==> src/rtl/prr_ram.sv <==
// prr_ram: generic single-clock RAM, one write port, one read port,
// registered read data. No dependencies.
module prr_ram #(
    parameter int DEPTH = 32,
    parameter int WIDTH = 16
) (
    input  logic                                    aclk,
    input  logic                                    we,
    input  logic [((DEPTH > 1) ? $clog2(DEPTH) : 1)-1:0] waddr,
    input  logic [WIDTH-1:0]                        wdata,
    input  logic [((DEPTH > 1) ? $clog2(DEPTH) : 1)-1:0] raddr,
    output logic [WIDTH-1:0]                        rdata
);

    logic [WIDTH-1:0] mem [DEPTH];

    always_ff @(posedge aclk) begin
        if (we) begin
            mem[waddr] <= wdata;
        end
        rdata <= mem[raddr];
    end

endmodule

==> config.mk <==
export PLATFORM = sky130hd
export DESIGN_NAME = prr_ram
export DESIGN_NICKNAME = d
export VERILOG_FILES = /design/src/rtl/prr_ram.sv
export SDC_FILE = /design/constraint.sdc
export NUM_CORES = 1
export LEC_CHECK = 0
export ABC_AREA = 0
export BUFFER_PORTS_ARGS = -buffer_cell sky130_fd_sc_hd__buf_2
export CORE_ASPECT_RATIO = 0.75
export CORE_MARGIN = 10
export CORE_UTILIZATION = 40
export DETAILED_ROUTE_END_ITERATION = 8
export GPL_TIMING_DRIVEN = 0
export HOLD_SLACK_MARGIN = 0.06
export SYNTH_ARGS = -nofsm -noshare
export SYNTH_HDL_FRONTEND = slang
export SYNTH_SLANG_ARGS = --single-unit
==> constraint.sdc <==
create_clock -name aclk -period 2.1 [get_ports aclk]
set_clock_uncertainty 0.05 [all_clocks]
set_input_delay 0.42 -clock aclk [delete_from_list [all_inputs] [get_ports aclk]]
set_output_delay 0.42 -clock aclk [all_outputs]
set_load 0.01 [all_outputs]
Yosys cells after proc, flatten, opt, wreduce, memory -nomap -nowiden:

Memory sizes are Yosys's and may differ from the RTL's. A register that Yosys moved wholly into a read port is not among the register bits.
Index checks and enable logic that the tools add are counted.

* mux-type cells: 2

Operators with widths (count)
* $mux 1: 2

* output and inout bits: 16
* flip-flop bits (word level): 0
* memories kept: 1
* word-level logic and storage cells: 3
* bits of input ports: 28
* memory bits (writable): 512

Memory list
* mem: depth 32, width 16, rd ports 1, clocked after memory_dff 1, write ports 1, RTL line 15 `logic [WIDTH-1:0] mem [DEPTH];`

Depth between registers and ports, before layout:

Gate-level depths: netlist of the first run.

* depth in word-level cells: 2
* gate-level depth with buffers: 8
* gate-level depth less buffers: 5

Worst setup path after synthesis of the first run:

No wires, ideal clock.

* path kind: input-to-reg
* start: input waddr[1] (netlist name)
* end: memory mem[12][0] (enable)
* stages on the path: 3
* arrival: 1.772 ns
* slack: -0.110 ns
* data required time: 1.662 ns
* path buffers: 1
* library setup time: 0.388 ns
* cells stage by stage: or3b_2 -> clkbuf_1 -> nor2_1

RTL lines
* from (decl): RTL line 9 `input logic [((DEPTH > 1) ? $clog2(DEPTH) : 1)-1:0] waddr,`
* to (decl): RTL line 15

Straight into the memory's write port.

Worst setup path in the final report of the first run:

* start: input waddr[1] (netlist name)
* end: memory mem[8][7] (enable)

Straight into the memory's write port.

==> summary.txt, run 1 <==
Yosys
  • Gate Count Post-Synth: 1143
  • Area contributors post-synth: edfxtp_1, mux2i_1, a22oi_1, dfxtp_1, a22o_1
  • Post-Syn Area per Cell: 18.0 um^2
  • Post-synth EDFFs: 512
  • Post-synth top flop: edfxtp_1
  • Post-synth top area share: 74.9%
  • Post-synthesis cell area: 20500 um^2
  • Synthesized Nets: 1171
  • Flops & latches, synth: 528
  • Commonest cells in the netlist: edfxtp_1, mux2i_1, a22oi_1, nand3_1
  • Register area share after synthesis: 76.4%
  • Async S/R FF share, synth: 0%
  • Yosys top cell by area: edfxtp_1
  • Yosys Warn Count: 0
  • Top-count cell post-synth: edfxtp_1
  • Cell variety after synth: 26

Cells and area
  • Non-Filler Instances: 1938
  • Layout Nets: 1268
  • Layout cells sized above 1: 15.5%
  • Synth-to-Final Area Change: 13.3%
  • Fillers: 4326
  • FF/Latch Area: 15700 um^2
  • Area of the multi-input gates: 4380 um^2

Clock network
  • Root Buffer: clkbuf_16
  • Clock buffer depth: 3
  • Hold Buf Count CTS: 0
  • Clock Latency Late Sink: 0.57 ns
  • TritonCTS clock tree: built
  • H-tree level count: 2
  • CTS buffer count: 51
  • Worst-path clk slew: 0.06 ns
  • CTS Sinks: 528

Hold path
  • Hold Path Class: input pin to register

Route
  • ANT nets after route: 0
  • Detailed Routing Iterations Pass 1: 5
  • Residual DRC: 0
  • Total vias in the final route: 10600
  • Final WL: 49.4 mm
  • DR vias/cell: 5.48
  • WL per Instance: 25.5 um
  • Starting DRT DRC Count: 1221

Placement
  • GPL Wtd Cong: 0.846
  • Post-DP HPWL: 32.0 mm
  • Dpl cells: 1844
  • I/O Buffers: 40
  • Worst slack at placement: -0.961 ns

STA
  • Post-layout min period: 2.08 ns
  • Worst-margin pin slew: 1.02 ns
  • Final WS setup: 0.0182 ns
  • Final Max Slew Viols: 0
  • Final Hold Viols: 0
  • RSZ-0062 raised after global routing: true
  • Fmax: 0.480 GHz
  • Final worst-path cycle share: 99.1%
  • Slew HR: 32.0%
  • Final setup viols: 0

Floorplanning
  • Die H: 216 um
  • Initial core utilization: 40.7%
  • Chip width: 282 um
  • Die ar.: 60900 um^2
  • I/O pin cnt: 44
  • Total core area: 50500 um^2
  • Cell row count: 71

Pwr
  • Leakage power: 0.00805 uW
  • VDD IR max: 0.671 mV
  • Sequential power share: 54.1%
  • Switching share of power: 21.3%
  • Switching pwr: 4630 uW
  • Clk pwr share: 39.9%
  • Combinational group share of total power: 6.0%
  • Int Power: 17100 uW
  • Cell Pwr Density: 934 nW/um^2

Global route
  • Gr ovfl total: 0
  • Pin count of the biggest net entering global routing: 33
  • Gr usage total: 16.0%
  • Vias in the first global route: 10100
  • First-pass GRT wire length: 71.0 mm
  • Antenna violations before repair: 0

Setup path
  • Max Fanout on Critical Path: 16
  • Worst r2r dst: rdata[3]$_DFF_P_
  • Critical Path Max Stage Delay: 0.82 ns
  • WP data required: 2.23 ns
  • Worst-path cell chain: buf_2, or3b_2, clkbuf_1, nor2_2
  • Critical R2R Launch: mem[0][3]$_DFFE_PP_
  • WS Path Type: input pin to register
  • Critical Path AT: 2.21 ns
  • Worst Setup EP: mem[8][7]$_DFFE_PP_
  • Crit-path slowest cell: nor2_2
  • Crit. End Element: register
  • R2R Setup Slk: 0.33 ns
  • Startpoint Class: input pin
  • CP startpoint: waddr[1]
  • R2R depth: 5

Job
  • Max cap viols: 0

Run status
  • Status: completed
power groups by stage:
stage,Clock (uW),Combinational [uW],Sequential (uW)
after global placement,0,1260,12000
after floorplan,0,658,12000
after CTS,8800,1290,11800
after detailed placement,0,1280,12000
after global routing,9290,1380,11800
final,8680,1300,11800
worst min path at each step:
stage                           from             endpoint  slack [ns]  cells past startpoint
2_1_floorplan               wdata[0]  mem[0][0]$_DFFE_PP_        0.47                      0
3_3_place_gp   mem[10][12]$_DFFE_PP_    rdata[12]$_DFF_P_        0.56                      4
3_5_place_dp   mem[11][14]$_DFFE_PP_    rdata[14]$_DFF_P_        0.57                      4
4_1_cts                     raddr[3]     rdata[0]$_DFF_P_        0.32                      3
5_1_grt                     raddr[3]     rdata[2]$_DFF_P_        0.35                      3
6_report                    raddr[3]    rdata[15]$_DFF_P_        0.36                      3
cells in the final DEF, fill, tap and decap left out, types with 2 or more instances in the layout:
cell       netlist  final
buf_12           5      5
clkinv_1         0      8
mux2i_1        256    256
nor2_4           1      2
nor2b_1          2      2
buf_6            6      8
nand2_1         33     33
nand3_1         34     34
or3b_2           3      3
nand2b_1         2      2
buf_8            6      8
a22o_1          32     32
bufinv_16        0      2
nor2_1          33      2
clkbuf_8         0      3
clkinv_2         0      6
nand3b_1         5      5
a22oi_1         64     64
buf_2           19     59
clkbuf_1        12     32
dfxtp_1         16     16
buf_4           19     19
nor3_1          16     16
nor2_2           0     30
a31oi_1         16     16
clkbuf_16        0     53
nand4_1         16     16
edfxtp_1       512    512
a21oi_1         32     32
cell type report:
class,instances,area share (%)
Antenna cell,1,0.0108
Tap cell,657,3.53
Clock buffer,76,6.20
Sequential cell,528,67.5
Timing Repair Buffer,44,1.09
Clock inverter,17,0.549
Multi-Input combinational cell,548,18.8
Buffer,67,2.32
state kept, by name, indices dropped and copies added, names as in the netlist:
register / count
rdata: 16
mem: 512
layer usage:
metal / part of all wire (%) / vias to the layer above / track usage [%]
met4: 0.97 / 0 / 2.24
met1: 51 / 5439 / 26.6
li1: - / 4737 / -
met2: 40 / 401 / 20.8
met5: 0 / - / 0
met3: 8.7 / 42 / 3.39
critical path: cells and delay by family:
family / cells / cell delay (ns)
buf+inv: 2 / 0.51
simple gates: 2 / 1.27
through the flow:
step	setup TNS (ns)	hold slack [ns]	area, um^2	util [%]	power [uW]
4_1_cts	-2.15	0.315	23300	46.1	21800
2_1_floorplan	-13.65	0.469	20500	-	12700
3_3_place_gp	-355.25	0.560	21600	42.7	13200
3_5_place_dp	-240.02	0.571	21700	42.9	13300
5_1_grt	-4.24	0.349	23300	46.1	22400
6_report	0	0.364	23300	46.1	21700
timing repair:
item,in CTS,in global routing
pin swaps,0,0
resized for setup,6,2
gates cloned,0,0
setup endpoints to repair,144,88
setup buffers,0,0
logic make-up after synthesis:
| kind of cell | after synthesis | synth area share, % |
|---|---|---|
| flip-flops | 528 | 76.4 |
| multiplexers | 256 | 12.5 |
| AND/OR/NAND/NOR | 148 | 3.49 |
| AO/OA/AOI/OAI | 144 | 4.97 |
| buffers and inverters | 67 | 2.63 |
(Power assumes the default switching activity.)
==> run 2, diff against run 1 <==
--- a/config.mk
+++ b/config.mk
@@ -9,10 +9,11 @@
 export BUFFER_PORTS_ARGS = -buffer_cell sky130_fd_sc_hd__buf_2
 export CORE_ASPECT_RATIO = 0.75
 export CORE_MARGIN = 10
-export CORE_UTILIZATION = 40
+export CORE_UTILIZATION = 50
 export DETAILED_ROUTE_END_ITERATION = 8
 export GPL_TIMING_DRIVEN = 0
 export HOLD_SLACK_MARGIN = 0.06
+export PLACE_DENSITY = 0.68
 export SYNTH_ARGS = -nofsm -noshare
 export SYNTH_HDL_FRONTEND = slang
 export SYNTH_SLANG_ARGS = --single-unit
==> run 2 against run 1 <==
  * Register-to-register slack better by 0.09 ns
  * Fmax up 0.33%
  * First-iteration DRC count up 16%
  * Critical path type unchanged
  * Cell area about the same
  * Clock-buffer cell count down 5
  * Final cell count down 6.2%
  * Total power down 0.85%
==> summary.txt, run 2 (same netlist as run 1, synthesis figures left out) <==
Run status
  • Status: completed (unchanged)

Setup path
  • Crit. End Element: register (unchanged)
  • Critical Path Max Stage Delay: 0.86 ns (was 0.82 ns)
  • Critical Path AT: 2.21 ns (about the same)
  • Max Fanout on Critical Path: 16 (unchanged)
  • Crit-path slowest cell: nor2_2 (unchanged)
  • Worst-path cell chain: buf_2, or3b_2, clkbuf_1, nor2_2 (unchanged)
  • R2R Setup Slk: 0.42 ns (was 0.33 ns)
  • Startpoint Class: input pin (unchanged)
  • WP data required: 2.24 ns (was 2.23 ns)
  • WS Path Type: input pin to register (unchanged)

Placement
  • Post-DP HPWL: 31.2 mm (was 32.0 mm)
  • Worst slack at placement: -0.845 ns (was -0.961 ns)
  • Dpl cell area: 21700 um^2 (about the same)
  • I/O Buffers: 40 (unchanged)
  • Dpl cells: 1729 (was 1844)
  • GPL Wtd Cong: 0.871 (was 0.846)

Route
  • DR vias/cell: 6.04 (was 5.48)
  • Starting DRT DRC Count: 1417 (was 1221)
  • Final WL: 49.3 mm (was 49.4 mm)
  • M1 wire length: 22.9 mm (was 25.1 mm)
  • ANT nets after route: 0 (unchanged)
  • WL met2: 20.2 mm (was 19.5 mm)
  • WL per Instance: 27.2 um (was 25.5 um)
  • Detailed Routing Iterations Pass 1: 7 (was 5)
  • Residual DRC: 0 (unchanged)
  • Highest metal used: met5 (was met4)
  • Met3 Wirelength: 5.32 mm (was 4.32 mm)
  • Total vias in the final route: 11000 (was 10600)

Pwr
  • Sequential power share: 54.6% (was 54.1%)
  • Switching pwr: 4630 uW (about the same)
  • Int Power: 16900 uW (was 17100 uW)
  • Leakage power: 0.00814 uW (was 0.00805 uW)
  • Final Power: 21500 uW (was 21700 uW)
  • Combinational group share of total power: 6.0% (about the same)
  • Switching share of power: 21.5% (was 21.3%)
  • Cell Pwr Density: 926 nW/um^2 (was 934 nW/um^2)
  • Clk pwr share: 39.4% (was 39.9%)
  • VDD IR max: 0.986 mV (was 0.671 mV)

Global route
  • Antenna violations before repair: 1 (was 0)
  • Vias in the first global route: 10500 (was 10100)
  • Gr usage total: 19.8% (was 16.0%)
  • Pin count of the biggest net entering global routing: 33 (unchanged)
  • First-pass GRT wire length: 71.6 mm (was 71.0 mm)
  • Gr ovfl total: 0 (unchanged)

STA
  • Fmax: 0.482 GHz (was 0.480 GHz)
  • RSZ-0062 raised after global routing: true (unchanged)
  • Final setup viols: 0 (unchanged)
  • Final Hold Viols: 0 (unchanged)
  • Final Max Slew Viols: 0 (unchanged)
  • Final WS setup: 0.0252 ns (was 0.0182 ns)
  • Post-layout min period: 2.07 ns (was 2.08 ns)
  • Final worst-path cycle share: 98.8% (was 99.1%)
  • Setup_tns: 0 ns (unchanged)
  • Slew HR: 35.0% (was 32.0%)
  • Worst-margin pin slew: 0.974 ns (was 1.02 ns)

Clock network
  • H-tree level count: 2 (unchanged)
  • TritonCTS clock tree: built (unchanged)
  • Clock buffer depth: 3 (unchanged)
  • Root Buffer: clkbuf_16 (unchanged)
  • CTS Sinks: 528 (unchanged)
  • Worst-path clk slew: 0.06 ns (about the same)
  • CTS buffer count: 48 (was 51)
  • Clock Latency Late Sink: 0.59 ns (was 0.57 ns)

Cells and area
  • Synth-to-Final Area Change: 13.3% (about the same)
  • Design Area, Final: 23300 um^2 (about the same)
  • Non-Filler Instances: 1817 (was 1938)
  • Max reg flops: 512 (unchanged)
  • Register bank with the most flops: mem (unchanged)
  • Commonest cells after routing, fill and taps aside: edfxtp_1, mux2i_1, a22oi_1 (unchanged)
  • Layout Nets: 1279 (was 1268)
  • Layout cells sized above 1: 16.6% (was 15.5%)
  • Antenna cells: 0 (was 1)
  • Largest regs: mem: 512 flops, rdata: 16 flops (unchanged)
  • Commonest non-fill, non-tap cell in the layout: edfxtp_1 (unchanged)

Floorplanning
  • Die ar.: 49700 um^2 (was 60900 um^2)
  • I/O pin cnt: 44 (unchanged)
  • Chip width: 254 um (was 282 um)
  • Cell row count: 64 (was 71)
  • Initial core utilization: 50.5% (was 40.7%)
  • Die H: 196 um (was 216 um)
  • Total core area: 40700 um^2 (was 50500 um^2)

Job
  • Max cap viols: 0 (unchanged)

Hold path
  • Hold Path Class: input pin to register (unchanged)
[run 2: area by class of cell]
type                            count  area, um^2
Sequential cell                   528       15700
Multi-Input combinational cell    548        4380
Fill cell                        3073       17400
Tap cell                          528         661
Clock inverter                     17         110
Timing Repair Buffer               58         468
Buffer                             67         541
Clock buffer                       71        1410
[run 2: layer usage]
layer / up-vias / GRT usage [%]
met5: - / 1.22
met4: 2 / 4.45
met3: 63 / 4.34
met2: 541 / 26.7
met1: 5591 / 31.4
li1: 4775 / -
[run 2: stage by stage]
step	util [%]	hold slack [ns]
after floorplan	-	0.469
after global placement	52.6	0.558
after detailed placement	53.4	0.558
after CTS	57.2	0.244
after global routing	57.2	0.268
final	57.2	0.277
[run 2: critical path, delay by kind of cell]
kind / cells / cell delay (ns)
AND/OR/NAND/NOR: 2 / 1.32
buffers and inverters: 2 / 0.47
[run 2: timing repair]
action | CTS | global route
hold endpoints to repair | 0 | 0
buffers inserted | 0 | 0
pin swaps | 0 | 0
setup endpoints to repair | 64 | 36
gates resized for setup | 4 | 1
cloned | 0 | 0
hold buffers | 0 | 0
[run 2: power groups by stage]
stage | Sequential (uW) | Clock, uW | Combinational (uW)
finish | 11800 | 8500 | 1290
CTS | 11800 | 8580 | 1280
floorplan | 12000 | 0 | 658
detailed placement | 12000 | 0 | 1270
global route | 11800 | 8970 | 1370
global placement | 12000 | 0 | 1240
[run 2: final timing paths]
path | end | from | depth (start not counted)
setup / recovery | mem[12][7]$_DFFE_PP_ | waddr[1] | 4
hold / removal | rdata[4]$_DFF_P_ | raddr[3] | 3
setup reg to reg | rdata[1]$_DFF_P_ | mem[1][1]$_DFFE_PP_ | 5
hold reg to reg | rdata[14]$_DFF_P_ | mem[10][14]$_DFFE_PP_ | 4
