File: src/rtl/prr_pkg.sv
// prr_pkg: sizes, field layout, codes and shared types of the polyphase
// rational resampler. No dependencies; imported by prr_div, prr_mac
// and by the top level.
package prr_pkg;

    // filter geometry
    localparam int TAPS        = 32;
    localparam int PHASES      = 64;
    localparam int MAX_RESULTS = 64;
    localparam int COEF_DEPTH  = PHASES * TAPS;

    // fixed field widths
    localparam int SAMPLE_W    = 16;
    localparam int COEF_W      = 16;
    localparam int COEF_ADDR_W = 11;
    localparam int Q_FRAC      = 14;
    localparam int INTERP_W    = 7;
    localparam int DECIM_W     = 8;
    localparam int IA_W        = 8;

    // derived widths
    localparam int CA_W   = (COEF_DEPTH > 1) ? $clog2(COEF_DEPTH) : 1;
    localparam int TAP_W  = $clog2(TAPS);
    localparam int FILL_W = $clog2(TAPS + 1);
    localparam int PH_W   = (PHASES > 1) ? $clog2(PHASES) : 1;
    localparam int LW     = $clog2(PHASES + 1);
    localparam int SUM_W  = $clog2(PHASES + 255);
    localparam int RUN_W  = $clog2(MAX_RESULTS + 1);
    localparam int PROD_W = SAMPLE_W + COEF_W;
    localparam int ACC_W  = PROD_W + $clog2(TAPS);

    // stream layout
    localparam int S_TDATA_W     = 48;
    localparam int S_SAMPLE_LSB  = 0;
    localparam int S_ADDR_LSB    = S_SAMPLE_LSB + SAMPLE_W;
    localparam int S_COEF_LSB    = S_ADDR_LSB + COEF_ADDR_W;
    localparam int M_TDATA_W     = SAMPLE_W;

    // configuration port
    localparam int CFG_IDX_W  = 8;
    localparam int CFG_DATA_W = 8;
    localparam logic [CFG_IDX_W-1:0] CFG_INTERP = CFG_IDX_W'(0);
    localparam logic [CFG_IDX_W-1:0] CFG_DECIM  = CFG_IDX_W'(1);

    localparam logic [INTERP_W-1:0] INTERP_RST = INTERP_W'(40);
    localparam logic [DECIM_W-1:0]  DECIM_RST  = DECIM_W'(147);

    typedef enum logic {
        OP_SAMPLE = 1'b0,
        OP_COEF   = 1'b1
    } op_t;

    typedef enum logic [1:0] {
        S_IDLE,
        S_MAC,
        S_WAIT
    } state_t;

    // one tap on its way into the MAC
    typedef struct packed {
        logic valid;
        logic first;
        logic last;
    } mac_ctl_t;

endpackage

File: src/rtl/prr_mac.sv
// prr_mac: multiply-accumulate pipeline (product, accumulate, round and
// saturate) for one output. Depends on prr_pkg.
module prr_mac import prr_pkg::*; (
    input  logic                       aclk,
    input  logic                       aresetn,
    input  mac_ctl_t                   ctl,
    input  logic signed [COEF_W-1:0]   coef,
    input  logic signed [SAMPLE_W-1:0] sample,
    output logic                       rdy,
    output logic signed [SAMPLE_W-1:0] y
);

    localparam logic signed [ACC_W-1:0] SAT_MAX = ACC_W'((2 ** (SAMPLE_W - 1)) - 1);
    localparam logic signed [ACC_W-1:0] SAT_MIN = ~SAT_MAX;
    localparam logic signed [ACC_W-1:0] BIAS    = ACC_W'((2 ** Q_FRAC) - 1);

    mac_ctl_t                   ctl_a_reg;
    logic signed [PROD_W-1:0]   prod_reg;
    logic                       acc_done_reg;
    logic signed [ACC_W-1:0]    acc_reg, acc_next;
    logic signed [ACC_W-1:0]    adj;
    logic signed [ACC_W-1:0]    q_full;
    logic signed [SAMPLE_W-1:0] y_reg, y_next;
    logic                       rdy_reg, rdy_next;

    always_comb begin
        acc_next = acc_reg;
        if (ctl_a_reg.valid) begin
            acc_next = ctl_a_reg.first ? ACC_W'(prod_reg) : acc_reg + ACC_W'(prod_reg);
        end
        // shift toward zero: bias negatives before the arithmetic shift
        adj    = acc_reg + (acc_reg[ACC_W-1] ? BIAS : '0);
        q_full = adj >>> Q_FRAC;
        if (q_full > SAT_MAX) begin
            y_next = SAMPLE_W'(SAT_MAX);
        end else if (q_full < SAT_MIN) begin
            y_next = SAMPLE_W'(SAT_MIN);
        end else begin
            y_next = SAMPLE_W'(q_full);
        end
        rdy_next = rdy_reg;
        if (ctl.valid && ctl.first) begin
            rdy_next = 1'b0;
        end else if (acc_done_reg) begin
            rdy_next = 1'b1;
        end
    end

    always_ff @(posedge aclk) begin
        if (!aresetn) begin
            ctl_a_reg    <= '0;
            acc_done_reg <= 1'b0;
            rdy_reg      <= 1'b0;
        end else begin
            ctl_a_reg    <= ctl;
            acc_done_reg <= ctl_a_reg.valid && ctl_a_reg.last;
            rdy_reg      <= rdy_next;
        end
        prod_reg <= coef * sample;
        acc_reg  <= acc_next;
        if (acc_done_reg) begin
            y_reg <= y_next;
        end
    end

    assign rdy = rdy_reg;
    assign y   = y_reg;

endmodule
File: config.mk
export PLATFORM = sky130hd
export DESIGN_NAME = prr_mac
export DESIGN_NICKNAME = d
export VERILOG_FILES = /design/src/rtl/prr_pkg.sv /design/src/rtl/prr_mac.sv
export SDC_FILE = /design/constraint.sdc
export NUM_CORES = 1
export LEC_CHECK = 0
export ABC_CLOCK_PERIOD_IN_PS = 9400
export BUFFER_PORTS_ARGS = -buffer_cell sky130_fd_sc_hd__buf_2
export CAP_MARGIN = 20
export CELL_PAD_IN_SITES_DETAIL_PLACEMENT = 0
export CELL_PAD_IN_SITES_GLOBAL_PLACEMENT = 1
export CORE_MARGIN = 5
export CORE_UTILIZATION = 50
export DETAILED_ROUTE_END_ITERATION = 8
export HOLD_SLACK_MARGIN = 0.1
export PLACE_DENSITY = 0.85
export SYNTH_ARGS = -nofsm -noshare
export SYNTH_HDL_FRONTEND = slang
export SYNTH_SLANG_ARGS = --single-unit
File: constraint.sdc
create_clock -name aclk -period 9.4 [get_ports aclk]
set_input_delay 0.47 -clock aclk [delete_from_list [all_inputs] [get_ports aclk]]
set_output_delay 0.47 -clock aclk [all_outputs]
set_load 0.01 [all_outputs]
## Word level (Yosys, flattened, before mapping)

Index checks and enable logic that the tools add are counted.
Widths: inputs -> output; s select.

| storage, ports and cells | value |
|---|---|
| register bits | 90 |

| operators by class | value |
|---|---|
| multipliers | 1 |
| muxes and demuxes | 3 |
| reductions and logical operators | 3 |
| add/sub/neg operators | 2 |
| $lt $le $gt $ge | 2 |
| bitwise logic cells | 1 |

Operators with widths:

| operator | count |
|---|---|
| $add 37x14->37 | 1 |
| $add 37x32->37 | 1 |
| $mux 37 | 1 |
| $mul 16x16->32 | 1 |
| $gt 23x16->1 const B | 1 |
| $lt 23x16->1 const B | 1 |
| $mux 16 | 1 |
| $mux 14 | 1 |
| $logic_and 1x1->1 | 2 |
| $reduce_or 2->1 | 1 |
| $not 1->1 | 1 |

## Depth between registers and ports, before layout

Gate-level depths: netlist (run 1).

| depth | value |
|---|---|
| depth after elaboration | 4 |
| mapped depth | 25 |
| gate-level depth less buffers | 24 |

## Least setup slack after synthesis (run 1)

Ideal clock, no wire load.

| timing path | value |
|---|---|
| kind | input to register |
| start point | input port coef[15] |
| end point | register prod_reg[31] |
| stages | 23 |
| required time | 9328 ps |
| buffers on the path | 1 |
| arrival time | 6324 ps |
| setup slack | 3003 ps |
| cell sequence | clkbuf_1 -> nand2_1 -> inv_1 -> fa_1 -> inv_1 -> fa_1 -> inv_1 -> fa_1 -> fa_1 -> fa_1 -> inv_1 -> fa_1 -> inv_1 -> ha_1 -> and2_1 -> a311o_1 -> a21o_1 -> a21o_1 -> a22oi_1 -> a31oi_1 -> a211o_1 -> a21oi_1 -> xnor2_1 |

| on the way | value |
|---|---|
| cells in the longest elaborated chain, start to end | 1 |

RTL lines:

| element | line | text |
|---|---|---|
| from (decl) | prr_mac.sv:7 | `input logic signed [COEF_W-1:0] coef,` |
| $mul 16x16->32 | prr_mac.sv:59 | `prod_reg <= coef * sample;` |
| to (signal assigned) | prr_mac.sv:59 |  |
| to (decl) | prr_mac.sv:18 | `logic signed [PROD_W-1:0] prod_reg;` |

No other way between the ends.
A chain may end at the register's enable or synchronous reset.

## Worst setup path after layout (run 1)

| timing path | value |
|---|---|
| start point | input port sample[1] |
| end point | register prod_reg[31] |

| on the way | value |
|---|---|
| cells in the longest elaborated chain, start to end | 1 |

RTL lines:

| element | line | text |
|---|---|---|
| from (decl) | prr_mac.sv:8 | `input logic signed [SAMPLE_W-1:0] sample,` |
| $mul 16x16->32 | prr_mac.sv:59 |  |

No other way between the ends.

==> summary.md, run 1 <==
| Metric | Value |
|---|---|
| Site row count | 63 |
| Post-synth EDFFs | between 50 and 60 |
| Min-delay src | ctl[1] |
| Main combinational cell family by area after synthesis | adder cells |
| Mean Syn Cell Area | approximately 9.4 sq um |
| Cell mode on critical path | fa_1 |
| CP max FO | 16 |
| Yosys top cell by area | fa_1 |
| CTS tree | built |
| Worst-case clock buffer depth | 2 |
| Status | completed |
| Hold crit path type | in -> reg |
| Initial antenna violation count | 0 |
| Worst-path clk slew | around 80 ps |
| Total track usage | 21.3% |
| GPL Wtd Cong | 0.865 |
| Worst setup EP type | flip-flop |
| Highest clock rate | 0.154 GHz |
| Post-synth top cells | 319 x inv_1, 263 x fa_1, 187 x nand2_1 |
| Global-route wire length before repair | a little under 60000 um |
| Critical-path cell list | buf_2 -> nand2_1 -> inv_1 -> fa_1 -> inv_1 -> fa_1 -> inv_1 -> fa_1 -> fa_1 -> fa_1 -> inv_1 -> fa_1 -> inv_1 -> ha_1 -> and2_1 -> a311o_1 -> a21o_1 -> a21o_1 -> a22oi_1 -> a31oi_1 -> a211o_1 -> a21oi_1 -> xnor2_1 |
| Post-synthesis net count | roughly 2000 |
| Worst hold stages | 2 |
| CP peak stage delay | roughly 630 ps |
| IO buf count | 53 |
| Post-synthesis simple-gate area fraction | between 10% and 20% |
| Share of layout cells above drive strength 1 | 5.34% |
| Max FFs per register | 37 |
| Largest cells by area after synthesis | fa_1 35%, ha_1 11%, edfxtp_1 11% |
| Root Driver | clkbuf_16 |
| Main synth FF type | edfxtp_1 |
| Register area share after synthesis | between 10% and 20% |
| Die area | between 0.03 and 0.04 sq mm |
| Setup bufs post-CTS | 0 |
| TNS Setup | 0 ps |
| Grt ovf | 0 |
| Yosys top cell area share | between 30% and 40% |
| H-tree Lvls | 3 |
| Final Max Slew Viols | 0 |
| DRC errors left | 0 |
| CP max stage cell | fa_1 |
| Routed WL | roughly 34000 um |
| Die X-Extent | 183 um |
| Clock sink count | 90 |
| Worst EP arrival | just under 7000 ps |
| Post-Syn Instances | 1604 |
| Pin slew with the least headroom to its limit | roughly 1000 ps |
| Max-cap check violation count | 0 |
| Synthesized cell area | between 0.015 and 0.02 sq mm |
| CP bufs+invs | 6 |
| Req. time, crit path | 9680 ps |
| FF-to-FF End | y[2] |
| Area of the core | approximately 0.030 sq mm |
| Vias in the first global route | between 10000 and 15000 |
| Starting density of the core | 50.8% |
| Iteration-0 DRC Markers | 533 |
| Drt wl/cell | between 15 and 20 um |
| Rel. slew slack | 33.3% |
| Fin nets | 2056 |
| Xor/xnor cell area share of the yosys netlist | around 4.8% |
| Post-synthesis compound-gate area fraction | 9.58% |
| Adder-cell share of the synthesized area | between 40% and 50% |
| Register bit total from synthesis | 90 |
| Final Cycle Share | 69.0% |
| Synth cell types | 64 |
| WS Path Type | in -> reg |
| Area grow syn2layout | 5.92% |
| Post-synth ARST share | 0% |
| Post-synthesis mux area share | less than 1% |
| IO Count | 54 |
| Clock Skew | between 10 and 15 ps |
| RSZ-0062 raised after global routing | no |
| # diodes | 0 |
| Largest net degree at the start of global routing | 73 |
| DP HPWL | between 20000 and 30000 um |
| Setup violators final | 0 |
| Post-layout minimum cycle time | roughly 6500 ps |
| Via density | about 5.3 |
| CTS buffer count | 9 |
| R2R setup slack | approximately 5300 ps |
| R2R depth | 10 |
| Die H | 183 um |
| Worst skew pair latency | around 350 ps |
| Via Count | about 11000 |
| Delay-heaviest family, CP | adder cells |
| Routed Antenna Nets | 0 |
| Post-CTS sizing | 0 |
| Worst Hold Path EP | rdy |
| Final Hold Vio Count | 0 |
| Most frequent cell after synthesis | inv_1 |
| YS warnings | 0 |
| RR Startpoint | acc_reg[36] |
| DRT Pass-1 Iters | 5 |
| Startpoint Class | input port |
| Hold Buf Count CTS | 0 |
-- cell usage in the layout (no fill, tap or decap), types with 5 or more instances in the layout --
master | netlist | layout
a31oi_1 | 7 | 7
o21a_1 | 17 | 17
nor2_1 | 55 | 55
clkbuf_16 | 0 | 10
a21o_1 | 34 | 34
xor2_1 | 28 | 28
inv_1 | 319 | 319
o21ai_1 | 10 | 10
edfxtp_1 | 53 | 53
nor3_1 | 12 | 12
a21oi_1 | 50 | 50
o31ai_1 | 5 | 5
ha_1 | 131 | 131
nand2_1 | 187 | 187
and2_1 | 124 | 124
dfxtp_1 | 37 | 35
a211oi_1 | 5 | 5
o21bai_1 | 6 | 6
o21ai_0 | 50 | 50
fa_1 | 263 | 263
and3_1 | 13 | 13
xnor2_1 | 55 | 55
nor2b_1 | 7 | 7
nand4_1 | 5 | 5
nand3_1 | 17 | 17
buf_2 | 0 | 53
nand2b_1 | 11 | 11
-- cell families (layout without fill, tap and decap cells) --
group,after synthesis,after routing
DFF,90,90
and+or+nand+nor,444,444
xor gates and xnor gates,83,83
adders and majority gates,394,394
AOI/OAI and AO/OA,222,222
muxes,8,8
buffers and inverters,363,389
-- routing by layer --
| layer | track usage [%] | wire length [um] | vias to the layer above |
|---|---|---|---|
| li1 | - | - | 5069 |
| met1 | 27.4 | 14500 | 5295 |
| met2 | 37.7 | 16800 | 217 |
| met3 | 2.71 | 1450 | 50 |
| met4 | 6.29 | 881 | 0 |
| met5 | 0 | 0 | - |
-- worst max-delay path by stage --
stage	endpoint	slack, ps	depth (start not counted)	startpoint
after floorplan	prod_reg[31]	3000	23	coef[15]
after global placement	prod_reg[31]	2640	23	sample[1]
after detailed placement	prod_reg[31]	2540	23	sample[1]
after CTS	prod_reg[31]	2920	23	sample[1]
after global routing	prod_reg[31]	2540	23	sample[1]
final	prod_reg[31]	2920	23	sample[1]
-- area by class of cell --
class / count / area [sq um]
timing repair buffer: 54 / 273
inverter: 319 / 1200
clock buffer: 10 / 250
tap: 390 / 488
multi-input combinational: 1151 / 11300
sequential: 90 / 2330
clock inverter: 6 / 57.6
fill: 2764 / 13700
-- through the flow --
stage	hold slack (ps)	std cells	utilization, %	worst slack (ps)	cell area (sq um)
finish	291	2020	53.8	2920	15900
global route	306	2020	53.8	2540	15900
CTS	282	2020	53.8	2920	15900
detailed placement	447	2004	52.7	2540	15600
global placement	437	2004	52.7	2640	15600
floorplan	429	1604	-	3000	15000
Power of run 1 is not shown: default switching activity piles up to over one toggle a cycle in this logic, so the estimate is an artifact.
==> run 2: changes to the inputs <==
--- a/config.mk
+++ b/config.mk
@@ -5,7 +5,7 @@
 export SDC_FILE = /design/constraint.sdc
 export NUM_CORES = 1
 export LEC_CHECK = 0
-export ABC_CLOCK_PERIOD_IN_PS = 9400
+export ABC_CLOCK_PERIOD_IN_PS = 6000
 export BUFFER_PORTS_ARGS = -buffer_cell sky130_fd_sc_hd__buf_2
 export CAP_MARGIN = 20
 export CELL_PAD_IN_SITES_DETAIL_PLACEMENT = 0
==> constraint.sdc (replaced) <==
create_clock -name aclk -period 6 [get_ports aclk]
set_input_delay 0.3 -clock aclk [delete_from_list [all_inputs] [get_ports aclk]]
set_output_delay 0.3 -clock aclk [all_outputs]
set_load 0.01 [all_outputs]
==> run 2 against run 1 <==
Compared with the run above:
- worst hold slack worse by 140 ps
- final cell count is 4.3% higher
- utilization is 2.4 points higher
- largest cell class unchanged
- clock skew hardly changed
==> summary.md, run 2 (synthesis results as in run 1) <==
| Metric | Value |
|---|---|
| R2R depth | 10 (unchanged) |
| Initial antenna violation count | 0 (unchanged) |
| Max-cap check violation count | 0 (unchanged) |
| CP peak stage delay | 540 ps (-90 ps) |
| Site row count | 63 (unchanged) |
| IO buf count | 53 (unchanged) |
| Via density | 5.15 (-2.1%) |
| Startpoint Class | input port |
| Fillers | 2671 (-3.4%) |
| Die X-Extent | 183 um (unchanged) |
| Final Cell Area | 0.0166 sq mm (+4.5%) |
| Grt ovf | 0 (unchanged) |
| GPL Wtd Cong | 0.913 (+5.6%) |
| CP max FO | 8 (-8) |
| Via Count | 10900 (+2.2%) |
| Worst-path clk slew | 70 ps (about the same) |
| Setup violators final | 0 (unchanged) |
| Worst setup EP type | flip-flop |
| Clock Skew | 13.3 ps (-0.416 ps) |
| Highest clock rate | 0.173 GHz |
| WS Path Type | in -> reg |
| IO Count | 54 (unchanged) |
| Vias in the first global route | 12000 (+2.4%) |
| Clock sink count | 90 (unchanged) |
| Starting density of the core | 50.8% (unchanged) |
| Routed WL | 32000 um (-5.0%) |
| Die H | 183 um (unchanged) |
| Min-delay src | ctl[1] |
| Worst skew pair latency | 340 ps (about the same) |
| Share of layout cells above drive strength 1 | 11.1% (+5.8 points) |
| Routed Antenna Nets | 0 (unchanged) |
| R2R setup slack | 1980 ps (-3310 ps) |
| Fin nets | 2143 (+4.2%) |
| Delay-heaviest family, CP | adder cells |
| Cell mode on critical path | fa_1 |
| Final Hold Vio Count | 0 (unchanged) |
| CTS buffer count | 9 (unchanged) |
| DP HPWL | 27800 um (+3.1%) |
| Final Util | 56.2% (+2.4 points) |
| CP max stage cell | fa_1 |
| Global-route wire length before repair | 56900 um (-1.8%) |
| Pin slew with the least headroom to its limit | 1020 ps (+16.3 ps) |
| Critical-path cell list | buf_2 -> buf_4 -> and2_1 -> fa_1 -> inv_1 -> fa_1 -> fa_1 -> fa_1 -> inv_1 -> fa_1 -> inv_1 -> fa_1 -> inv_1 -> ha_4 -> buf_4 -> a311o_1 -> a21o_1 -> a21o_1 -> a22oi_2 -> a31oi_4 -> a211o_1 -> a21oi_2 -> xnor2_1 |
| Worst EP arrival | 6070 ps (-690 ps) |
| Rel. slew slack | 32.3% (-1.1 points) |
| Hold crit path type | in -> reg |
| # diodes | 0 (unchanged) |
| Worst hold stages | 2 (unchanged) |
| Drt wl/cell | 15.2 um (-8.9%) |
| Req. time, crit path | 6270 ps (-3410 ps) |
| Post-layout minimum cycle time | approximately 5800 ps |
| Worst Hold Path EP | rdy |
| DRT Pass-1 Iters | 5 (unchanged) |
| Root Driver | clkbuf_16 |
| Multi-input gate area | 0.0114 sq mm (+0.73%) |
| Max FFs per register | 37 (unchanged) |
| Worst-case clock buffer depth | 2 (unchanged) |
| CP bufs+invs | 7 (+1) |
| Most frequent cells in the layout | 315 x inv_1, 262 x fa_1, 185 x nand2_1 |
| Placed inst area | 0.0163 sq mm (+4.4%) |
| Total track usage | 20.3% (-0.94 points) |
| FF-to-FF End | y[4] |
| DRC errors left | 0 (unchanged) |
| FF/Latch Area | 0.00233 sq mm (unchanged) |
| Iteration-0 DRC Markers | 488 (-8.4%) |
| Final Cycle Share | between 90% and 100% |
| Commonest non-fill, non-tap cell in the layout | inv_1 |
| Area of the core | 0.0296 sq mm (unchanged) |
| H-tree Lvls | 3 (unchanged) |
| Area grow syn2layout | 10.6% |
| RR Startpoint | acc_reg[36] |
| Final Max Slew Viols | 0 (unchanged) |
| Largest net degree at the start of global routing | 73 (unchanged) |
| Status | completed |
| CTS tree | built |
| Die area | 0.0337 sq mm (unchanged) |
[run 2: per-layer routing]
| metal | up-vias | GRT usage (%) | wire length (um) |
|---|---|---|---|
| met5 | - | 0 | 0 |
| met4 | 0 | 5.15 | 797 |
| met3 | 52 | 2.57 | 965 |
| met2 | 180 | 37.0 | 16300 |
| met1 | 5376 | 25.7 | 13900 |
| li1 | 5253 | - | - |
[run 2: how the worst max path moves through the flow]
stage / end / cells past startpoint / start
6_report: prod_reg[31] / 23 / coef[12]
5_1_grt: prod_reg[31] / 24 / sample[1]
4_1_cts: prod_reg[31] / 23 / sample[1]
3_5_place_dp: prod_reg[31] / 23 / sample[1]
3_3_place_gp: prod_reg[31] / 23 / sample[1]
2_1_floorplan: prod_reg[31] / 23 / coef[15]
[run 2: through the flow]
| stage | hold WS [ps] | setup TNS (ps) | worst slack [ps] | instances |
|---|---|---|---|---|
| finish | 148 | 0 | 204 | 2107 |
| global route | 157 | -15.3 | -15.3 | 2107 |
| CTS | 145 | 0 | 70.3 | 2105 |
| detailed placement | 455 | -1020 | -282 | 2089 |
| global placement | 440 | -746 | -245 | 2089 |
| floorplan | 389 | 0 | 19.4 | 1604 |
[run 2: repair_timing]
item                       4_1_cts  5_1_grt
setup endpoints to repair        0        4
buffers inserted                 0        2
gates resized for setup          0       14
hold buffers                     0        0
[run 2: area by class of cell]
class	instances	share of cell area [%]
Multi-Input combinational cell	1151	68.6
Clock buffer	11	1.40
Tap cell	390	2.93
Clock inverter	5	0.241
Sequential cell	90	14.0
Inverter	319	7.19
Timing Repair Buffer	141	5.62
Power of run 2 is left out for the same reason.
