[config.mk]
export PLATFORM = sky130hd
export DESIGN_NAME = prr_div
export DESIGN_NICKNAME = d
export VERILOG_FILES = /design/src/rtl/prr_pkg.sv /design/src/rtl/prr_div.sv
export SDC_FILE = /design/constraint.sdc
export NUM_CORES = 1
export LEC_CHECK = 0
export BUFFER_PORTS_ARGS = -buffer_cell sky130_fd_sc_hd__buf_2
export CAP_MARGIN = 20
export CORE_MARGIN = 1
export CORE_UTILIZATION = 42
export DETAILED_ROUTE_END_ITERATION = 8
export GPL_TIMING_DRIVEN = 0
export SLEW_MARGIN = 20
export SYNTH_ARGS = -nofsm -noshare
export SYNTH_HDL_FRONTEND = slang
export SYNTH_SLANG_ARGS = --single-unit
[constraint.sdc]
create_clock -name aclk -period 2.8 [get_ports aclk]
set_input_delay 0.56 -clock aclk [delete_from_list [all_inputs] [get_ports aclk]]
set_output_delay 0.56 -clock aclk [all_outputs]
set_load 0.02 [all_outputs]
[src/rtl/prr_pkg.sv]
// prr_pkg: sizes, field layout, codes and shared types of the polyphase
// rational resampler. No dependencies; imported by prr_div, prr_mac
// and by the top level.
package prr_pkg;

    // filter geometry
    localparam int TAPS        = 32;
    localparam int PHASES      = 64;
    localparam int MAX_RESULTS = 64;
    localparam int COEF_DEPTH  = PHASES * TAPS;

    // fixed field widths
    localparam int SAMPLE_W    = 16;
    localparam int COEF_W      = 16;
    localparam int COEF_ADDR_W = 11;
    localparam int Q_FRAC      = 14;
    localparam int INTERP_W    = 7;
    localparam int DECIM_W     = 8;
    localparam int IA_W        = 8;

    // derived widths
    localparam int CA_W   = (COEF_DEPTH > 1) ? $clog2(COEF_DEPTH) : 1;
    localparam int TAP_W  = $clog2(TAPS);
    localparam int FILL_W = $clog2(TAPS + 1);
    localparam int PH_W   = (PHASES > 1) ? $clog2(PHASES) : 1;
    localparam int LW     = $clog2(PHASES + 1);
    localparam int SUM_W  = $clog2(PHASES + 255);
    localparam int RUN_W  = $clog2(MAX_RESULTS + 1);
    localparam int PROD_W = SAMPLE_W + COEF_W;
    localparam int ACC_W  = PROD_W + $clog2(TAPS);

    // stream layout
    localparam int S_TDATA_W     = 48;
    localparam int S_SAMPLE_LSB  = 0;
    localparam int S_ADDR_LSB    = S_SAMPLE_LSB + SAMPLE_W;
    localparam int S_COEF_LSB    = S_ADDR_LSB + COEF_ADDR_W;
    localparam int M_TDATA_W     = SAMPLE_W;

    // configuration port
    localparam int CFG_IDX_W  = 8;
    localparam int CFG_DATA_W = 8;
    localparam logic [CFG_IDX_W-1:0] CFG_INTERP = CFG_IDX_W'(0);
    localparam logic [CFG_IDX_W-1:0] CFG_DECIM  = CFG_IDX_W'(1);

    localparam logic [INTERP_W-1:0] INTERP_RST = INTERP_W'(40);
    localparam logic [DECIM_W-1:0]  DECIM_RST  = DECIM_W'(147);

    typedef enum logic {
        OP_SAMPLE = 1'b0,
        OP_COEF   = 1'b1
    } op_t;

    typedef enum logic [1:0] {
        S_IDLE,
        S_MAC,
        S_WAIT
    } state_t;

    // one tap on its way into the MAC
    typedef struct packed {
        logic valid;
        logic first;
        logic last;
    } mac_ctl_t;

endpackage

[src/rtl/prr_div.sv]
// prr_div: serial restoring divider, one quotient bit per cycle, used for
// the phase step (phase + M) / L and its remainder. Depends on prr_pkg.
module prr_div import prr_pkg::*; (
    input  logic             aclk,
    input  logic             aresetn,
    input  logic             start,
    input  logic [SUM_W-1:0] dividend,
    input  logic [LW-1:0]    divisor,
    output logic             done,
    output logic [SUM_W-1:0] quot,
    output logic [LW-1:0]    rem
);

    localparam int CNT_W = $clog2(SUM_W + 1);

    logic             busy_reg, busy_next;
    logic             done_reg, done_next;
    logic [CNT_W-1:0] cnt_reg, cnt_next;
    logic [SUM_W-1:0] q_reg, q_next;
    logic [LW-1:0]    r_reg, r_next;
    logic [LW-1:0]    d_reg, d_next;
    logic [LW:0]      trial;
    logic [LW:0]      diff;
    logic             take;

    always_comb begin
        busy_next = busy_reg;
        done_next = done_reg;
        cnt_next  = cnt_reg;
        q_next    = q_reg;
        r_next    = r_reg;
        d_next    = d_reg;
        trial     = {r_reg, q_reg[SUM_W-1]};
        diff      = trial - {1'b0, d_reg};
        take      = trial >= {1'b0, d_reg};
        if (start) begin
            busy_next = 1'b1;
            done_next = 1'b0;
            cnt_next  = '0;
            q_next    = dividend;
            r_next    = '0;
            d_next    = divisor;
        end else if (busy_reg) begin
            q_next = {q_reg[SUM_W-2:0], take};
            r_next = take ? LW'(diff) : LW'(trial);
            cnt_next = cnt_reg + 1'b1;
            if (cnt_reg == CNT_W'(SUM_W - 1)) begin
                busy_next = 1'b0;
                done_next = 1'b1;
            end
        end
    end

    always_ff @(posedge aclk) begin
        if (!aresetn) begin
            busy_reg <= 1'b0;
            done_reg <= 1'b0;
            cnt_reg  <= '0;
        end else begin
            busy_reg <= busy_next;
            done_reg <= done_next;
            cnt_reg  <= cnt_next;
        end
        q_reg <= q_next;
        r_reg <= r_next;
        d_reg <= d_next;
    end

    assign done = done_reg;
    assign quot = q_reg;
    assign rem  = r_reg;

endmodule

# Yosys cells after proc, flatten, opt, wreduce, memory -nomap -nowiden
# Index checks and enable logic that the tools add are counted.
totals:
  reg_bits: 29
  latch_bits: 0
  mem_bits_rw: 0
  rom_bits: 0
  output_inout_bits: 17
  n_memories: 0
op_classes:
  n_addsub: 2
  n_mul: 0
  div_mod_pow: 0
  n_lt_le_gt_ge: 1
  eq_ne: 1
  shift: 0
  mux: 6
  n_bitwise: 1
  n_reduce_logical: 3
ops:
  columns: ["op", "count"]
  rows:
  - ["$mux 9", 2]
  - ["$ge 8x7->1", 1]
  - ["$mux 7", 1]
  - ["$sub 7x7->7", 1]
  - ["$add 4x1->4 const B", 1]
  - ["$eq 4x4->1 const B", 1]
  - ["$mux 1", 3]
  - ["$reduce_and 2->1", 1]
  - ["$reduce_bool 2->1", 1]
  - ["$reduce_or 2->1", 1]
  - ["$not 1->1", 1]

# Longest topological paths before layout
# Gate-level depths: netlist (run 1).
depth:
  word_depth: 4
  ltp_mapped: 9

# Worst setup path before layout (run 1)
# Ideal clock, no wire load.
synth_path:
  path_kind: "reg2reg"
  start: "reg q_reg[8], in the netlist quot[8]"
  end: "reg r_reg[0], in the netlist rem[0]"
  t_arrival_ns: 2.235
  required_ns: 2.712
  path_slack_ns: 0.477
  path_stages_with_launch: 10
  synth_period_minus_slack_ns: 2.323
  path_cell_list: "edfxtp_1 > inv_1 > ha_1 > fa_1 > nand2b_1 > a211o_1 > buf_6 > and3_1 > buf_6 > a311oi_2"
synth_between:
  elab_chain_len: 2
  word_cells_on_any_way: 3
  cone_classes: "add/sub: 1; order compare: 1; mux: 1"
synth_rtl:
  columns: ["item", "line_no", "text"]
  rows:
  - ["start, declared", "prr_div.sv:19", "logic [SUM_W-1:0] q_reg, q_next;"]
  - ["start signal, assigned", "prr_div.sv:64", "q_reg <= q_next;"]
  - ["$sub 7x7->7 / $ge 8x7->1 (equally long branches)", "prr_div.sv:34, prr_div.sv:35", null]
  - ["$mux 7 (*)", "prr_div.sv:45", "r_next = take ? LW'(diff) : LW'(trial);"]
  - ["end signal, assigned", "prr_div.sv:65", "r_reg <= r_next;"]
  - ["end, declared", "prr_div.sv:20", "logic [LW-1:0] r_reg, r_next;"]
# Mark *: on every way between the ends. The rest lies on a longest branch, timed or not.
# A chain may end at the register's enable or synchronous reset.

# Final worst setup path (run 1)
# Same ends and word-level chain as after synthesis.

==> results of run 1 <==
[cells by family (layout without fill, tap and decap cells)]
kind of cell    count (synthesis)  in the layout  synth area share (%)
simple gates                   51             51                  17.0
compound gates                 30             30                  15.4
flops                          29             29                  43.7
buf+inv                        24             67                  6.50
fa+ha+maj                      10             10                  7.83
mux                            10             10                  6.50
xor+xnor                        6              6                  3.10
[where the power goes]
group	total, W	internal (W)	switching (W)
Sequential	0.000504	0.000484	0.0000195
Clock	0.000376	0.000222	0.000155
Combinational	0.000228	0.0000986	0.000129
Total	0.00111	0.000805	0.000303
[worst max-delay path by stage]
stage | start | endpoint | slack [ps] | cells after the start
2_1_floorplan | quot[8]$_DFFE_PP_ | rem[0]$_SDFFE_PP0P_ | 480 | 9
3_3_place_gp | quot[8]$_DFFE_PP_ | rem[0]$_SDFFE_PP0P_ | 520 | 9
3_5_place_dp | quot[8]$_DFFE_PP_ | rem[0]$_SDFFE_PP0P_ | 470 | 9
4_1_cts | quot[8]$_DFFE_PP_ | rem[0]$_SDFFE_PP0P_ | 440 | 9
5_1_grt | quot[8]$_DFFE_PP_ | rem[2]$_SDFFE_PP0P_ | 330 | 9
6_report | quot[8]$_DFFE_PP_ | rem[0]$_SDFFE_PP0P_ | 460 | 9
[stage by stage]
step | cells | area, um2 | power [W]
final | 251 | 2030 | 0.00111
after global placement | 243 | 1930 | 0.000736
after detailed placement | 243 | 1930 | 0.000742
after floorplan | 160 | 1690 | 0.000677
after CTS | 251 | 2030 | 0.00112
after global routing | 251 | 2030 | 0.00117
[critical path, cell delays in order (launching register included)]
cell and delay [ps]:
edfxtp_1 350, inv_1 90, ha_1 230, fa_1 390
nand2b_1 200, a211o_1 280, buf_6 140, and3_1 180
buf_6 130, a311oi_2 260
[cell type report]
class	instances	share of cell area, %
clock buffer	7	4.74
timing repair buffer	35	8.63
sequential	29	36.5
buffer	9	2.65
multi-input combinational	107	41.5
clock inverter	1	0.246
inverter	15	2.77
tap	48	2.96
[cells in the mapped netlist, types with 3 or more instances]
cell	n	area (um2)
edfxtp_1	16	480
nand3b_1	3	22.5
nand4_1	3	18.8
nand2b_1	6	37.5
ha_1	9	113
clkbuf_1	4	15.0
or3b_2	3	26.3
nand2_1	8	30.0
dfxtp_1	13	260
mux2_2	8	90.1
xnor2_1	4	35.0
a41oi_1	5	43.8
inv_1	15	56.3
a21o_1	3	22.5
a211oi_1	3	22.5
nor2_1	14	52.6
nor3b_1	6	45.0
[layer usage]
layer | share of wire (%) | track usage (%)
met3 | 5.9 | 5.03
met1 | 45 | 18.6
met5 | 0 | 0
met4 | 1.1 | 5.71
met2 | 48 | 30.0
==> flow_summary_export.csv, run 1 <==
group,metric,value,unit
outcome,outcome,"completed",
clocking,cts_buffers,5,
clocking,clock_latency,280,ps
setup_path,rr_endpoint,"rem[0]$_SDFFE_PP0P_",
die,rows,22,
routing,drt-pass1-iter-count,4,
clocking,ctsHoldBuffers,0,
timing,setup_violations,0,
timing,slew_violations,0,
setup_path,rrSetupSlack,460,ps
cells_and_area,fill_cells,343,
cells_and_area,layout-drive-gt1-share,32.5,%
min_path,holdCritStartpoint,"divisor[5]",
logic_synthesis,synth_area_per_cell,10.6,um2
logic_synthesis,ys_ff_latch,29,
setup_path,r2r-start,"quot[8]$_DFFE_PP_",
routing,postRouteAntennaNets,0,
pwr,pwr_density_cell,546,nW/um2
clocking,cts_resized,0,
timing,finalCritPeriodShare,83.7,%
setup_path,worst-path-max-fanout,9,
logic_synthesis,yosysWarnings,0,
flow_run,cap_violations,0,
timing,final.min_clock_period,2340,ps
clocking,clock_sinks,29,
min_path,hold_path.class,"primary input to flip-flop",
cells_and_area,mostFrequentLayoutCell,"buf_2",
timing,hold_viol_final,0,
min_path,min_to,"d_reg[5]$_DFFE_PP_",
logic_synthesis,synth_area,1690,um2
logic_synthesis,synth.net_count,189,
timing,final.setup_skew,3.44,ps
die,initial_core_util,44.9,%
routing,wl_per_cell,12.9,um
grt,grt_pass1_vias,1230,
logic_synthesis,synth_flop_cell,"edfxtp_1",
timing,tns,0,ps
logic_synthesis,ys_seq_area_share,43.7,%
die,fp.coreArea,3770,um2
timing,tightest_slew,538,ps
grt,grt.total_usage,16.8,%
clocking,htree_levels,2,
cells_and_area,seqCellArea,741,um2
cells_and_area,largest_reg_flops,9,
timing,worst_slack,457,ps
cells_and_area,nNetsFinal,231,
logic_synthesis,synth.distinct_cells,44,
timing,whs,452,ps
clocking,cts.root.buffer_cell,"clkbuf_8",
setup_path,startpoint_type,"flip-flop",
timing,fmax,427,MHz
logic_synthesis,synthCells,160,
routing,drc_errors,0,
cells_and_area,diodes,0,
placed_design,portBuffers,35,
cells_and_area,final_cell_mix,"buf_2 (36), edfxtp_1 (16), inv_1 (15), nor2_1 (14), dfxtp_1 (13)",
die,die_w,65.5,um
logic_synthesis,async_reset_ff_share,0,%
clocking,post_cts_buffers,0,
routing,drt_iter0_markers,33,
routing,wirelength,3230,um
logic_synthesis,synth_enable_flop_cells,16,
cells_and_area,multi_input_area,843,um2
clocking,cts_buffer_depth,2,
placed_design,place_ws,467,ps
die,die_y,65.5,um
die,ios,36,
clocking,clk_pin_slew,60,ps
die,die_area,4290,um2
routing,num_vias,1298,
setup_path,critical_path_class,"flip-flop to flip-flop",
routing,vias_per_cell,5.17,
setup_path,crit_required,2990,ps
setup_path,crit_path_end_kind,"flip-flop",
pwr,power.leakage,0.840,nW
timing,rsz0062_at_grt,"no",
grt,grt_pass1_wl,5400,um
min_path,holdPathStages,1,
cells_and_area,final_util,53.8,%
cells_and_area,area_growth,19.9,%
grt,grt_antenna_before_repair,0,
timing,relSlewSlack,64.1,%
setup_path,reg2reg_depth,9,
pwr,ir_drop,275,uV
grt,grt_overflow,0,
placed_design,place.gp.congestion,0.756,
grt,grt_max_degree,11,
clocking,tritoncts,"yes",
setup_path,cp.arrival,2530,ps
placed_design,dpl.hpwl,2560,um
(Power assumes the default switching activity.)
==> inputs of run 2 (changes only) <==
--- a/config.mk
+++ b/config.mk
@@ -11,6 +11,7 @@
 export CORE_UTILIZATION = 42
 export DETAILED_ROUTE_END_ITERATION = 8
 export GPL_TIMING_DRIVEN = 0
+export PLACE_DENSITY = 0.67
 export SLEW_MARGIN = 20
 export SYNTH_ARGS = -nofsm -noshare
 export SYNTH_HDL_FRONTEND = slang
==> constraint.sdc (replaced) <==
create_clock -name aclk -period 1.9 [get_ports aclk]
set_input_delay 0.38 -clock aclk [delete_from_list [all_inputs] [get_ports aclk]]
set_output_delay 0.38 -clock aclk [all_outputs]
set_load 0.02 [all_outputs]
==> flow_summary_export.csv, run 2 (synthesized netlist as in run 1, its figures left out) <==
group,metric,value,unit
placed_design,place_area,1960,um2
min_path,holdPathStages,1,
routing,drc_errors,0,
clocking,clk_pin_slew,70,ps
clocking,cts.root.buffer_cell,"clkbuf_8",
grt,grt_max_degree,11,
routing,drt_iter0_markers,55,
cells_and_area,mostFrequentLayoutCell,"buf_2",
setup_path,max_stage_delay,410,ps
timing,tightest_slew,559,ps
outcome,outcome,"finished, violations left",
routing,wl_per_cell,15.0,um
grt,grt_overflow,0,
placed_design,portBuffers,35,
timing,rsz0062_at_grt,"yes",
setup_path,cp_slowest_cell,"edfxtp_1",
timing,finalCritPeriodShare,103,%
setup_path,rrSetupSlack,-50,ps
setup_path,r2r-start,"d_reg[0]$_DFFE_PP_",
timing,worst_slack,-51.3,ps
clocking,clock_sinks,29,
grt,grt_antenna_before_repair,0,
grt,grt_pass1_wl,5900,um
setup_path,worst-path-max-fanout,8,
setup_path,critical_path_class,"flip-flop to flip-flop",
clocking,cts_buffers,5,
die,die_w,65.5,um
setup_path,reg2reg_depth,7,
cells_and_area,final_cell_mix,"buf_2 (35), edfxtp_1 (16), nor2_1 (14), inv_1 (13), dfxtp_1 (11)",
setup_path,cp.buffers_inverters,1,
cells_and_area,largest_reg_flops,9,
pwr,total_power,0.00180,W
clocking,cts_buffer_depth,2,
setup_path,path_delay_family,"compound AO/OA/AOI/OAI gates",
routing,postRouteAntennaNets,0,
setup_path,startpoint_type,"flip-flop",
clocking,clock_latency,280,ps
setup_path,cp.arrival,2080,ps
timing,relSlewSlack,62.8,%
die,fp.coreArea,3770,um2
die,ios,36,
outcome,violations,"negative setup slack",
timing,setup_violations,5,
setup_path,worstPathCellList,"ha_4 > fa_2 > nand2b_4 > a211o_1 > buf_8 > a31oi_2 > a311oi_2",
grt,grt_pass1_vias,1268,
min_path,holdCritStartpoint,"divisor[2]",
routing,num_vias,1365,
min_path,hold_path.class,"primary input to flip-flop",
die,die_y,65.5,um
flow_run,cap_violations,0,
routing,wirelength,3790,um
clocking,tritoncts,"yes",
setup_path,crit_path_end_kind,"flip-flop",
placed_design,place.gp.congestion,0.858,
die,initial_core_util,44.9,%
timing,final.setup_skew,6.53,ps
pwr,power.leakage,0.867,nW
pwr,pwr_density_cell,823,nW/um2
timing,whs,279,ps
placed_design,numPlacedInstances,243,
setup_path,startpoint,"d_reg[0]$_DFFE_PP_",
cells_and_area,layout-drive-gt1-share,41.5,%
cells_and_area,nNetsFinal,233,
cells_and_area,finalNonFillerCells,253,
setup_path,crit_cells,7,
grt,grt.total_usage,18.4,%
routing,drt-pass1-iter-count,4,
pwr,ir_drop,392,uV
timing,final.min_clock_period,1950,ps
timing,hold_viol_final,0,
clocking,ctsHoldBuffers,0,
routing,vias_per_cell,5.40,
cells_and_area,area_growth,28.8,%
cells_and_area,final_cell_area,2180,um2
placed_design,dpl.hpwl,2690,um
timing,fmax,512,MHz
die,die_area,4290,um2
die,rows,22,
cells_and_area,diodes,0,
timing,slew_violations,0,
clocking,htree_levels,2,
setup_path,crit_required,2030,ps
==> run 2: cell types whose count changed in the layout (fill, tap and decap cells not counted), moves of 2 or more <==
cell / delta
buf_4: +3
dfxtp_2: +2
a31oi_1: -2
inv_1: -2
dfxtp_1: -2
inv_2: +2
ha_1: -3
a41oi_2: +4
ha_4: +2
a41oi_1: -4
==> run 2: worst register-to-register path, cell delays in order (launching register included) <==
cell and delay (ps):
edfxtp_1 410, ha_4 180, fa_2 340, nand2b_4 150
a211o_1 300, buf_8 160, a31oi_2 190, a311oi_2 70
==> run 2: worst paths after layout <==
| kind | to |
|---|---|
| hold / removal | d_reg[2]$_DFFE_PP_ |
| hold reg to reg | done$_SDFFE_PP0P_ |
| setup reg to reg | rem[2]$_SDFFE_PP0P_ |
| setup / recovery | rem[2]$_SDFFE_PP0P_ |
==> run 2: metal layers <==
layer	wire [um]	vias up	GRT usage (%)
li1	-	667	-
met1	1640	659	22.6
met2	1980	35	31.3
met3	129	4	4.17
met4	36	0	6.52
met5	0	-	0
==> run 2: area by class of cell <==
cell class,instances,area [um2]
fill,325,1590
sequential,29,743
clock inverter,1,30.0
multi-input combinational,107,956
timing repair buffer,40,224
clock buffer,7,86.3
inverter,15,56.3
buffer,6,26.3
tap,48,60.1
==> run 2: stage by stage <==
step	setup TNS, ps	utilization [%]	worst slack, ps
final	-204	57.9	-51.3
after global routing	-491	57.9	-103
after CTS	-1260	56.6	-196
after detailed placement	-2250	51.9	-274
after global placement	-1180	51.9	-224
after floorplan	-1490	-	-282
==> run 2: what timing repair did <==
item | CTS | global route
gates cloned | 0 | 0
buffers inserted | 4 | 1
resized for setup | 7 | 12
pin swaps | 11 | 8
setup endpoints to repair | 8 | 8
==> run 2: power breakdown <==
part	total (W)	switching, W	internal, W
sequential	0.000747	0.0000320	0.000715
clock	0.000666	0.000239	0.000427
combinational	0.000383	0.000213	0.000170
==> inputs of run 3 (changes only) <==
--- a/config.mk
+++ b/config.mk
@@ -8,10 +8,9 @@
 export BUFFER_PORTS_ARGS = -buffer_cell sky130_fd_sc_hd__buf_2
 export CAP_MARGIN = 20
 export CORE_MARGIN = 1
-export CORE_UTILIZATION = 42
+export CORE_UTILIZATION = 40
 export DETAILED_ROUTE_END_ITERATION = 8
 export GPL_TIMING_DRIVEN = 0
-export PLACE_DENSITY = 0.67
 export SLEW_MARGIN = 20
 export SYNTH_ARGS = -nofsm -noshare
 export SYNTH_HDL_FRONTEND = slang
==> flow_summary_export.csv, run 3 (synthesized netlist as in run 1, its figures left out) <==
group,metric,value,unit
setup_path,startpoint_type,"flip-flop",
die,die_area,4500,um2
die,initial_core_util,42.0,%
cells_and_area,area_growth,27.1,%
setup_path,crit_required,2100,ps
pwr,p_int,0.00113,W
routing,wirelength,3730,um
routing,drc_errors,0,
min_path,hold_path.class,"primary input to flip-flop",
outcome,violations,"negative setup slack",
clocking,htree_levels,2,
cells_and_area,final_cell_area,2150,um2
pwr,swShare,30.2,%
die,die_y,67.1,um
flow_run,cap_violations,0,
placed_design,portBuffers,35,
cells_and_area,multi_input_area,947,um2
clocking,cts_buffers,5,
timing,relSlewSlack,62.7,%
die,rows,23,
placed_design,dpl.hpwl,2760,um
timing,rsz0062_at_grt,"yes",
setup_path,max_stage_delay,370,ps
timing,fmax,510,MHz
cells_and_area,fill_cells,367,
pwr,p_sw,0.000491,W
routing,num_vias,1396,
timing,tightest_slew,559,ps
cells_and_area,final_cell_mix,"buf_2 (36), edfxtp_1 (16), inv_1 (14), nor2_1 (14), dfxtp_1 (12)",
setup_path,cp.arrival,2160,ps
timing,hold_viol_final,0,
setup_path,worstPathCellList,"inv_2 > ha_4 > fa_2 > nand2b_4 > a211o_1 > and3_4 > a311oi_2",
clocking,ctsHoldBuffers,0,
routing,drt_iter0_markers,32,
timing,final.setup_skew,4.91,ps
routing,wl_per_cell,14.5,um
clocking,tritoncts,"yes",
clocking,cts.root.buffer_cell,"clkbuf_8",
timing,worst_slack,-61.1,ps
cells_and_area,nNetsFinal,235,
placed_design,place_ws,-247,ps
cells_and_area,largest_reg_flops,9,
timing,slew_violations,0,
grt,grt_max_degree,11,
die,ios,36,
grt,grt_pass1_vias,1330,
cells_and_area,final_util,53.4,%
placed_design,place.gp.congestion,0.811,
timing,finalCritPeriodShare,103,%
pwr,power.leakage,0.864,nW
setup_path,cp_slowest_cell,"edfxtp_1",
pwr,total_power,0.00162,W
pwr,pwr-share-clk,30.7,%
clocking,clk_pin_slew,70,ps
grt,grt.total_usage,18.1,%
setup_path,cp.buffers_inverters,1,
clocking,clock_sinks,29,
routing,drt-pass1-iter-count,4,
placed_design,place_area,1960,um2
timing,final.min_clock_period,1960,ps
setup_path,worst-path-max-fanout,6,
die,fp.coreArea,4030,um2
routing,vias_per_cell,5.43,
timing,setup_violations,6,
pwr,power_frac_comb,23.5,%
grt,grt_antenna_before_repair,0,
grt,grt_pass1_wl,5900,um
cells_and_area,layout-drive-gt1-share,40.6,%
grt,grt_overflow,0,
cells_and_area,seqCellArea,742,um2
clocking,cts_buffer_depth,2,
pwr,pwr_density_cell,754,nW/um2
setup_path,crit_path_end_kind,"flip-flop",
outcome,outcome,"finished, violations left",
setup_path,path_delay_family,"compound AO/OA/AOI/OAI gates",
die,die_w,67.1,um
pwr,seqPwrFrac,45.8,%
routing,postRouteAntennaNets,0,
cells_and_area,mostFrequentLayoutCell,"buf_2",
setup_path,critical_path_class,"flip-flop to flip-flop",
cells_and_area,diodes,0,
pwr,ir_drop,417,uV
clocking,clock_latency,280,ps
-- run 3: timing repair --
item	4_1_cts	5_1_grt
buffers inserted	6	0
setup endpoints to repair	8	8
hold endpoints to repair	0	0
pin swaps	10	9
gates cloned	0	0
gates resized for setup	7	7
-- run 3: per-layer routing --
layer  share of wire, %  routed length [um]  GRT usage [%]  up-vias
met1                 43                1610           20.1      668
met3                5.2                 195           4.45        8
li1                   -                   -              -      672
met5                  0                   0              0        -
met4                1.6                  61           7.18        0
met2                 50                1860           32.3       48
-- run 3: area by class of cell --
type	instances	area share [%]
plain buffers	7	1.45
flip-flops and latches	29	34.5
clock inverters	3	0.813
multi-input cells	107	44.0
clock buffers	5	3.20
well taps	50	2.91
inverters	15	2.61
repair buffers	41	10.6
-- run 3: final timing paths --
| path | startpoint | end | slack, ps | cells after the start |
|---|---|---|---|---|
| min | divisor[2] | d_reg[2]$_DFFE_PP_ | 270 | 1 |
| min reg2reg | done$_SDFFE_PP0P_ | done$_SDFFE_PP0P_ | 490 | 2 |
| max | quot[8]$_DFFE_PP_ | rem[0]$_SDFFE_PP0P_ | -60 | 7 |
| max reg2reg | quot[8]$_DFFE_PP_ | rem[0]$_SDFFE_PP0P_ | -60 | 7 |
-- run 3: power groups by stage --
stage / Combinational, W / Clock, W / Sequential, W
2_1_floorplan: 0.000222 / 0 / 0.000789
3_3_place_gp: 0.000344 / 0 / 0.000756
3_5_place_dp: 0.000357 / 0 / 0.000758
4_1_cts: 0.000376 / 0.000509 / 0.000745
5_1_grt: 0.000418 / 0.000531 / 0.000750
6_report: 0.000381 / 0.000498 / 0.000745
-- run 3: through the flow --
step | cells | hold WS, ps | setup TNS (ps)
floorplan | 160 | 479 | -1490
global placement | 245 | 452 | -2240
detailed placement | 245 | 482 | -3310
CTS | 258 | 264 | -1510
global route | 257 | 266 | -867
finish | 257 | 270 | -251
